$ cat src/hdl/mrs_pkg.sv
// Shared types and constants for the minimum refueling stops block.
// Used by mrs_ctrl, mrs_dp and min_refuel_stops_heap; depends on nothing.
package mrs_pkg;

  localparam int MAX_STATIONS_DEF = 1024;

  localparam int DATA_W  = 24;
  localparam int TANK_W  = 35;
  localparam int STOPS_W = 11;
  localparam int STAT_W  = 2;
  localparam int CFG_W   = 1;

  // configuration register indexes
  localparam logic [CFG_W-1:0] CFG_INITIAL_FUEL = 1'b0;
  localparam logic [CFG_W-1:0] CFG_ROAD_LENGTH  = 1'b1;

  // trip status codes; ST_REACHED doubles as "no failure yet"
  localparam logic [STAT_W-1:0] ST_REACHED  = 2'd0;
  localparam logic [STAT_W-1:0] ST_UNREACH  = 2'd1;
  localparam logic [STAT_W-1:0] ST_OVERFLOW = 2'd2;
  localparam logic [STAT_W-1:0] ST_ORDER    = 2'd3;

  // datapath commands
  typedef logic [4:0] op_t;
  localparam op_t OP_NONE       = 5'd0;
  localparam op_t OP_LOAD       = 5'd1;
  localparam op_t OP_ORDER_FAIL = 5'd2;
  localparam op_t OP_MOVE       = 5'd3;
  localparam op_t OP_UNREACH    = 5'd4;
  localparam op_t OP_POP_READ   = 5'd5;
  localparam op_t OP_POP_TAKE   = 5'd6;
  localparam op_t OP_POP_LAST   = 5'd7;
  localparam op_t OP_SIFT_END   = 5'd8;
  localparam op_t OP_SIFT_READ  = 5'd9;
  localparam op_t OP_SIFT_LATCH = 5'd10;
  localparam op_t OP_SIFT_RIGHT = 5'd11;
  localparam op_t OP_SIFT_DOWN  = 5'd12;
  localparam op_t OP_PUSH_INIT  = 5'd13;
  localparam op_t OP_PUSH_READ  = 5'd14;
  localparam op_t OP_PUSH_PLACE = 5'd15;
  localparam op_t OP_PUSH_UP    = 5'd16;
  localparam op_t OP_OVERFLOW   = 5'd17;
  localparam op_t OP_FINISH     = 5'd18;

  typedef struct packed {
    logic mode;          // latched item is a finish request
    logic fail_set;
    logic order_bad;     // target lies behind current position
    logic tank_ok;       // tank covers distance to target
    logic heap_empty;
    logic heap_full;
    logic sift_leaf;     // node being sifted has no children
    logic has_right;     // latched child has a right sibling
    logic cval_le_last;  // larger child does not beat the moved entry
    logic push_root;
    logic push_hold;     // parent already >= pushed value
    logic out_free;      // output register can take a result
  } dp_status_t;

endpackage

$ cat src/hdl/mrs_ctrl.sv
// Controller: sequences drive, fuel take (heap pop + sift down) and push (sift up).
// Depends on mrs_pkg; issues op codes to mrs_dp and reads its status.
module mrs_ctrl (
  input  logic                clk,
  input  logic                rst,
  input  logic                in_valid,
  output logic                in_stall,
  input  mrs_pkg::dp_status_t status,
  output mrs_pkg::op_t        op
);
  import mrs_pkg::*;

  localparam logic [3:0] S_IDLE     = 4'd0;
  localparam logic [3:0] S_CHECK    = 4'd1;
  localparam logic [3:0] S_DRIVE    = 4'd2;
  localparam logic [3:0] S_POP1     = 4'd3;
  localparam logic [3:0] S_POP2     = 4'd4;
  localparam logic [3:0] S_SIFT_L   = 4'd5;
  localparam logic [3:0] S_SIFT_R   = 4'd6;
  localparam logic [3:0] S_SIFT_C   = 4'd7;
  localparam logic [3:0] S_SIFT_CMP = 4'd8;
  localparam logic [3:0] S_POST     = 4'd9;
  localparam logic [3:0] S_PUSH_L   = 4'd10;
  localparam logic [3:0] S_PUSH_C   = 4'd11;
  localparam logic [3:0] S_FIN      = 4'd12;

  logic [3:0] state;
  logic [3:0] state_next;

  assign in_stall = state != S_IDLE;

  always_comb begin
    state_next = state;
    op         = OP_NONE;
    case (state)
      S_IDLE: begin
        if (in_valid) begin
          op         = OP_LOAD;
          state_next = S_CHECK;
        end
      end
      S_CHECK: begin
        // a failed trip skips stations and reports at finish
        if (status.fail_set) begin
          state_next = status.mode ? S_FIN : S_IDLE;
        end else begin
          state_next = S_DRIVE;
        end
      end
      S_DRIVE: begin
        if (status.order_bad) begin
          op         = OP_ORDER_FAIL;
          state_next = S_POST;
        end else if (status.tank_ok) begin
          op         = OP_MOVE;
          state_next = S_POST;
        end else if (status.heap_empty) begin
          op         = OP_UNREACH;
          state_next = S_POST;
        end else begin
          op         = OP_POP_READ;
          state_next = S_POP1;
        end
      end
      S_POP1: begin
        op         = OP_POP_TAKE;
        state_next = S_POP2;
      end
      S_POP2: begin
        op         = OP_POP_LAST;
        state_next = S_SIFT_L;
      end
      S_SIFT_L: begin
        if (status.sift_leaf) begin
          op         = OP_SIFT_END;
          state_next = S_DRIVE;
        end else begin
          op         = OP_SIFT_READ;
          state_next = S_SIFT_R;
        end
      end
      S_SIFT_R: begin
        op         = OP_SIFT_LATCH;
        state_next = status.has_right ? S_SIFT_C : S_SIFT_CMP;
      end
      S_SIFT_C: begin
        op         = OP_SIFT_RIGHT;
        state_next = S_SIFT_CMP;
      end
      S_SIFT_CMP: begin
        if (status.cval_le_last) begin
          op         = OP_SIFT_END;
          state_next = S_DRIVE;
        end else begin
          op         = OP_SIFT_DOWN;
          state_next = S_SIFT_L;
        end
      end
      S_POST: begin
        if (status.mode) begin
          state_next = S_FIN;
        end else if (status.fail_set) begin
          state_next = S_IDLE;
        end else if (status.heap_full) begin
          op         = OP_OVERFLOW;
          state_next = S_IDLE;
        end else begin
          op         = OP_PUSH_INIT;
          state_next = S_PUSH_L;
        end
      end
      S_PUSH_L: begin
        if (status.push_root) begin
          op         = OP_PUSH_PLACE;
          state_next = S_IDLE;
        end else begin
          op         = OP_PUSH_READ;
          state_next = S_PUSH_C;
        end
      end
      S_PUSH_C: begin
        if (status.push_hold) begin
          op         = OP_PUSH_PLACE;
          state_next = S_IDLE;
        end else begin
          op         = OP_PUSH_UP;
          state_next = S_PUSH_L;
        end
      end
      S_FIN: begin
        if (status.out_free) begin
          op         = OP_FINISH;
          state_next = S_IDLE;
        end
      end
      default: state_next = S_IDLE;
    endcase
  end

  always_ff @(posedge clk) begin
    if (rst) begin
      state <= S_IDLE;
    end else begin
      state <= state_next;
    end
  end

endmodule

$ cat config.mk
export PLATFORM = sky130hd
export DESIGN_NAME = mrs_ctrl
export DESIGN_NICKNAME = d
export VERILOG_FILES = /design/src/hdl/mrs_pkg.sv /design/src/hdl/mrs_ctrl.sv
export SDC_FILE = /design/constraint.sdc
export NUM_CORES = 1
export LEC_CHECK = 0
export BUFFER_PORTS_ARGS = -buffer_cell sky130_fd_sc_hd__buf_2
export CAP_MARGIN = 20
export CORE_MARGIN = 2
export CORE_UTILIZATION = 28
export CTS_CLUSTER_SIZE = 25
export DETAILED_ROUTE_END_ITERATION = 7
export PLACE_DENSITY = 0.51
export SYNTH_ARGS = -nofsm -noshare
export SYNTH_HDL_FRONTEND = slang
export SYNTH_SLANG_ARGS = --single-unit
$ cat constraint.sdc
create_clock -name clk -period 1.76 [get_ports clk]
set_input_delay 0.352 -clock clk [delete_from_list [all_inputs] [get_ports clk]]
set_output_delay 0.352 -clock clk [all_outputs]
set_load 0.01 [all_outputs]
== Word-level counts from Yosys, hierarchy flattened ==
Index checks and enable logic that the tools add are counted.

* Flip-flop bits (word level): 4
* Logic and storage cells: 47
* Input bits: 15
* Output and inout bits: 6

* Multiplexer cells: 29
* Reduce and logical (&&, ||, !) cells: 3
* Equal/unequal tests: 14

{| class="wikitable"
|+ Operators with widths
! operator !! count
|-
| $pmux 5 s12 || 1
|-
| $mux 4 || 13
|-
| $pmux 4 s13 || 1
|-
| $mux 5 || 5
|-
| $eq 4x4->1 const B || 5
|-
| $eq 4x3->1 const B || 4
|-
| $mux 3 || 5
|-
| $eq 4x2->1 const B || 2
|-
| $eq 4x1->1 const B || 1
|-
| $logic_not 4->1 || 1
|-
| $mux 1 || 4
|-
| $ne 2x2->1 const B || 2
|-
| $reduce_bool 4->1 || 1
|-
| $reduce_and 2->1 || 1
|}

== Longest topological paths before layout ==
Gate-level depths: netlist (run 1).

* Depth in word-level cells: 4
* Depth in mapped cells: 6
* Gate-level depth less buffers: 4

== Least setup slack after synthesis (run 1) ==
No wires, ideal clock.

* Kind: register -> output
* Start point: reg state[3]
* End point: out op[3]
* Stages on the path, launching flop included: 6
* Path slack: 0.145 ns
* Buffers on the path: 1
* Arrival: 1.263 ns
* Required time: 1.408 ns
* Cell sequence: dfxtp_1 > buf_4 > nand2b_4 > or4_4 > nand2b_4 > o211ai_1

* Cells in the longest elaborated chain, start to end: 2
* Elaborated cells on any way between the ends: 13
* Classes of those cells: 11 x eq/ne; 1 x mux; 1 x reduce/logical

{| class="wikitable"
|+ RTL lines
! item !! RTL line !! source
|-
| start, declared || mrs_ctrl.sv:27 || <nowiki>logic [3:0] state;</nowiki>
|-
| start signal, assigned || mrs_ctrl.sv:144 || <nowiki>state <= state_next;</nowiki>
|-
| $eq 4x4->1, or another cell as far along || mrs_ctrl.sv:35 || <nowiki>case (state)</nowiki>
|-
| $pmux 5 s12 * || mrs_ctrl.sv:35 ||
|-
| end, declared || mrs_ctrl.sv:9 || <nowiki>output mrs_pkg::op_t op</nowiki>
|}

Every way passes the cells marked *; elsewhere a longest branch is shown, timed or not.

== Final worst setup path (run 1) ==
* Start point: reg state[2]
* End point: out op[3]

The elaborated chain is that of the path after synthesis.

==> flow_summary_export.csv, run 1 <==
group,metric,value,unit
worst_setup_path,crit_top_cell,"nand2b_4",
yosys,ys_seq_elements,4,
floorplanning,die_w,50.5,µm
timing,slew_headroom,75.8,%
yosys,async_flop_share,0,%
floorplanning,initial_core_util,30.2,%
finish,reg_top3,"state (4)",
detailed_routing,routed_wl,1960,µm
job,drv_cap,0,
worst_setup_path,arrival,1540,ps
detailed_routing,drc,0,
worst_setup_path,worst_setup_path_start_kind,"register",
timing,fmax,0.528,GHz
pwr,p_leak,0.353,nW
yosys,synth_area_per_cell,6.79,µm²
yosys,yosysUniqueCellTypes,35,
timing,drv_slew,0,
clocking,numCtsBuffers,3,
floorplanning,coreArea,2000,µm²
yosys,netlist_area,604,µm²
worst_setup_path,crit_required,1410,ps
global_routing,grt_use_met1,24.7,%
floorplanning,dieArea,2550,µm²
clocking,clk_pin_slew,40,ps
timing,rsz0062_at_grt,"yes",
yosys,post-synth-top-count-cell,"o21ai_0",
worst_setup_path,crit_type,"reg2out",
timing,skew,3.97,ps
finish,regMostFlops,"state",
clocking,htreeDepth,1,
placement,place_congestion,0.829,
yosys,synth-seq-area-share,13.3,%
detailed_routing,drt-wirelength-per-cell,13.6,µm
worst_setup_path,crit_chain,"nand2b_4 > or4_4 > nand2b_4 > o211ai_1 > buf_2",
yosys,synth_edf_count,0,
timing,finalCritPeriodShare,108,%
timing,post-route-min-period,1890,ps
worst_setup_path,critical_path.slowest_cell,"or4_4",
global_routing,use_met3,2.08,%
pwr,p_total,1.12,mW
yosys,synth_cells,89,
finish,syn_to_final_growth,41.6,%
clocking,clk_path_buf_depth,2,
timing,fin_tns_setup,-375,ps
worst_setup_path,crit_fanout,3,
worst_setup_path,max_stage_delay,490,ps
global_routing,grt_pass1_vias,749,
global_routing,grt_busiest_layer,"met2",
finish,num-nets-final,134,
timing,worst_slew_pin_slew,359,ps
global_routing,antenna_found_initial,0,
pwr,power.density,1300,nW/µm²
worst_setup_path,critPathCaptureType,"primary output",
placement,portBuffers,20,
timing,fin_ws,-135,ps
global_routing,grt_pass1_wl,3460,µm
clocking,root_buffer,"clkbuf_4",
finish,drive_above_1_share,41.0,%
finish,num_antenna_cells,0,
detailed_routing,dr.pass1.iters,4,
finish,largest_reg_flops,4,
clocking,holdBufCountCts,0,
yosys,yosys.area.top_type,"dfxtp_1",
yosys,yosys-top-cells-count,"o21ai_0, a21oi_1, nor2_1, nor2b_1",
global_routing,grt_use_met2,27.2,%
detailed_routing,detail-route-antenna-nets,0,
timing,timing_hold_violations_final,0,
global_routing,grt_max_degree,20,
pwr,ir_drop,0.000564,V
run_status,status,"complete, but fails checks",
floorplanning,io_pins,21,
detailed_routing,num_vias,768,
detailed_routing,first_iter_violations,25,
yosys,ys.warnings.count,0,
clocking,cts_tree,"done",
yosys,ys.flop_type,"dfxtp_1",
floorplanning,die_height,50.5,µm
detailed_routing,viasPerCell,5.33,
clocking,clock-sinks,4,
placement,hpwlAfterDp,1570,µm
hold_path,hold_path_class,"in2reg",
yosys,synthTopCellsByArea,"dfxtp_1, o21ai_0, nor2b_1",
global_routing,track_usage,17.2,%
yosys,synth_top_area_share,13.3,%
finish,final_core_util,42.8,%
yosys,synth_nets,104,
clocking,clock_latency,230,ps
run_status,violations,"setup timing",
timing,finalSetupViolCount,5,
global_routing,grt.overflow.total,0,
floorplanning,rows,16,
[metal layers]
layer	wire [µm]	up-vias
met2	976	20
met3	80	0
met1	903	355
met4	0	0
met5	0	-
li1	-	393
[path summary, 6_finish.rpt]
| check | start | endpoint | slack [ps] | cells past startpoint |
|---|---|---|---|---|
| worst max-delay path | state[2] | op[3] | -130 | 5 |
| worst min-delay path | rst | state[3] | 350 | 2 |
| worst max register to register | state[2] | state[2] | 300 | 5 |
| worst min register to register | state[0] | state[0] | 700 | 4 |
[critical path: cells and delay by family (launching register included)]
family / cells / cell delay (ps)
AO/OA/AOI/OAI: 1 / 70
buffers and inverters: 1 / 150
flip-flops: 1 / 300
AND/OR/NAND/NOR: 3 / 800
[logic make-up (layout without fill, tap and decap cells)]
| family | count (synthesis) | in the layout | share of synthesized area [%] |
|---|---|---|---|
| AOI/OAI and AO/OA | 36 | 36 | 40.2 |
| and+or+nand+nor | 36 | 36 | 36.0 |
| buffers and inverters | 12 | 40 | 8.90 |
| DFF | 4 | 4 | 13.3 |
| muxes | 1 | 1 | 1.66 |
[layout make-up]
cell class	instances	area (µm²)
Fill cell	223	1150
Multi-Input combinational cell	73	493
Timing Repair Buffer	32	205
Sequential cell	4	82.6
Tap cell	27	33.8
Clock buffer	3	22.5
Inverter	5	18.8
[per-stage QoR]
step                hold slack [ps]  std cells  area (µm²)  setup WS [ps]
floorplan                       415         89         604            145
global placement                597        140         786           22.7
detailed placement              591        140         786           12.4
CTS                             340        144         833           -146
global route                    350        144         856           -207
finish                          350        144         856           -135
[repair_timing]
action | 4_1_cts | 5_1_grt
setup endpoints to repair | 5 | 5
pin swaps | 1 | 2
setup buffers | 1 | 0
gates resized for setup | 7 | 7
[placed cells by master (no fill, tap or decap), drive strengths merged, types with 2 or more instances in the layout]
master / n
a22oi: 2
clkbuf: 3
a32oi: 2
o211ai: 3
a31oi: 3
buf: 32
nand2b: 3
nand3: 2
nor2: 7
o311ai: 2
nor2b: 7
o21ai: 9
nand2: 5
dfxtp: 4
inv: 5
nor3: 2
nor3b: 2
or3: 2
a21oi: 8
[power by group]
group,internal (mW),switching [mW]
Combinational,0.391,0.457
Clock,0.0762,0.0368
Sequential,0.127,0.0283
Power figures use the tool's default switching activity.
==> run 2: changes to the inputs <==
- PLACE_DENSITY: 0.51 -> 0.53
- clock period: 1.76 -> 1.7 ns (I/O delays scaled with it)
==> run 2 against run 1 <==
- the run still ends with setup timing left
- final area up 6.1%
- critical path type unchanged
- combinational power is 13% higher
- power rose by 11%
- critical path depth unchanged
- largest cell class unchanged
- clock skew up 8.0 ps
- hold slack worse by 24 ps
- utilization is 2.6 points higher
- non-clock buffer count is 4 higher
- register-to-register slack worse by 210 ps
==> flow_summary_export.csv, run 2 (synthesized netlist as in run 1, its figures left out) <==
group,metric,value,unit
pwr,power.density,1370,nW/µm²
global_routing,grt_busiest_layer,"met2",
worst_setup_path,r2r-end,"state[2]",
global_routing,track_usage,17.1,%
placement,placed_area,793,µm²
timing,finalCritPeriodShare,112,%
placement,hpwlAfterDp,1490,µm
finish,num_antenna_cells,0,
detailed_routing,num_vias,802,
floorplanning,dieArea,2550,µm²
finish,stdcell_count,148,
detailed_routing,routed_wl,2050,µm
detailed_routing,drc,0,
timing,rsz0062_at_grt,"yes",
detailed_routing,first_iter_violations,48,
clocking,clock-sinks,4,
worst_setup_path,crit_buf_inv,1,
hold_path,hold_path_depth,2,
finish,largest_reg_flops,4,
hold_path,whs_endpoint,"state[3]",
worst_setup_path,crit_cells,5,
timing,timing_hold_violations_final,0,
floorplanning,initial_core_util,30.2,%
run_status,status,"complete, but fails checks",
global_routing,use_met3,1.49,%
floorplanning,rows,16,
clocking,clk_path_buf_depth,2,
finish,regMostFlops,"state",
detailed_routing,detail-route-antenna-nets,0,
floorplanning,io_pins,21,
clocking,htreeDepth,1,
timing,post-route-min-period,1910,ps
finish,fillers,201,
global_routing,grt_pass1_wl,3440,µm
floorplanning,die_height,50.5,µm
worst_setup_path,crit_top_cell,"nand2b_4",
timing,fin_tns_setup,-639,ps
finish,syn_to_final_growth,50.3,%
timing,fin_ws,-207,ps
clocking,cts_tree,"done",
global_routing,antenna_found_initial,0,
pwr,p_leak,0.378,nW
timing,slew_headroom,68.2,%
global_routing,grt_pass1_vias,789,
placement,portBuffers,20,
pwr,p_total,1.24,mW
worst_setup_path,crit_type,"reg2out",
pwr,ir_drop,0.000407,V
worst_setup_path,ff2ff_setup_slack,90,ps
clocking,holdBufCountCts,0,
global_routing,grt_max_degree,17,
timing,finalSetupViolCount,5,
global_routing,grt_use_met2,30.0,%
worst_setup_path,critPathCaptureType,"primary output",
placement,place_congestion,0.843,
clocking,root_buffer,"clkbuf_4",
global_routing,grt.overflow.total,0,
detailed_routing,dr.pass1.iters,4,
finish,reg_top3,"state (4)",
global_routing,grt_use_met1,21.5,%
detailed_routing,drt-wirelength-per-cell,13.8,µm
clocking,numCtsBuffers,3,
job,drv_cap,0,
worst_setup_path,crit_fanout,3,
worst_setup_path,crit_chain,"nand2b_4 > or4_4 > nand2b_4 > o211ai_1 > buf_2",
finish,drive_above_1_share,44.6,%
worst_setup_path,max_stage_delay,490,ps
clocking,clock_latency,240,ps
timing,fmax,0.524,GHz
finish,num-nets-final,138,
floorplanning,die_w,50.5,µm
run_status,violations,"setup timing",
worst_setup_path,worst_setup_path_start_kind,"register",
timing,drv_slew,0,
timing,skew,11.9,ps
finish,final_common_cell,"buf_2",
worst_setup_path,arrival,1570,ps
floorplanning,coreArea,2000,µm²
worst_setup_path,r2r-start,"state[0]",
finish,fin_area,908,µm²
worst_setup_path,cp_top_family,"simple AND/OR/NAND/NOR gates",
clocking,clk_pin_slew,40,ps
worst_setup_path,reg2regPathDepth,8,
finish,final_core_util,45.4,%
detailed_routing,viasPerCell,5.42,
worst_setup_path,crit_required,1360,ps
hold_path,min_from,"rst",
timing,worst_slew_pin_slew,471,ps
worst_setup_path,critical_path.slowest_cell,"or4_4",
finish,final_cell_mix,"buf_2, buf_4, a21oi_1, o21ai_0",
hold_path,hold_path_class,"in2reg",
placement,numPlacedInstances,141,
run 2: changes by cell type in the layout (fill, tap and decap cells not counted), sizes merged:
cell / before / now
buf: 32 / 36
run 2: routing by layer:
metal	wire length, µm	up-vias
met5	0	-
met4	14	0
met3	113	2
met2	1020	33
met1	901	367
li1	-	400
run 2: area by class of cell:
type / count / area, µm² / area share, %
Clock buffer: 3 / 22.5 / 2.48
Timing Repair Buffer: 36 / 235 / 25.9
Tap cell: 27 / 33.8 / 3.72
Multi-Input combinational cell: 73 / 514 / 56.6
Sequential cell: 4 / 83.8 / 9.23
Inverter: 5 / 18.8 / 2.07
run 2: power breakdown:
part           internal [mW]  switching (mW)  total [mW]
logic                  0.451           0.506       0.958
registers              0.134          0.0298       0.163
clock network         0.0791          0.0410       0.120
run 2: what timing repair did:
| item | 4_1_cts | 5_1_grt |
|---|---|---|
| pin swaps | 3 | 7 |
| cloned | 0 | 0 |
| hold endpoints to repair | 0 | 0 |
| buffers inserted | 5 | 0 |
| setup endpoints to repair | 5 | 6 |
| resized for setup | 11 | 8 |
run 2: metrics by stage:
step,hold slack [ps],worst slack (ps)
finish,326,-207
global route,336,-254
CTS,324,-216
detailed placement,579,-24.2
global placement,579,-23.7
floorplan,403,96.8
run 2: worst reg2reg max path, stage by stage, from the launching register on:
cell and delay, ps:
dfxtp_2 330, buf_6 140, buf_4 140, buf_4 140
buf_6 120, nor2_4 70, a21oi_1 60, or3_1 340
a31oi_1 170
run 2: how the worst max path moves through the flow:
stage,from,end,slack [ps]
floorplan,state[3],op[3],100
global placement,status[10],op[3],-20
detailed placement,status[10],op[3],-20
CTS,state[2],op[3],-220
global route,state[2],op[3],-250
finish,state[2],op[3],-210
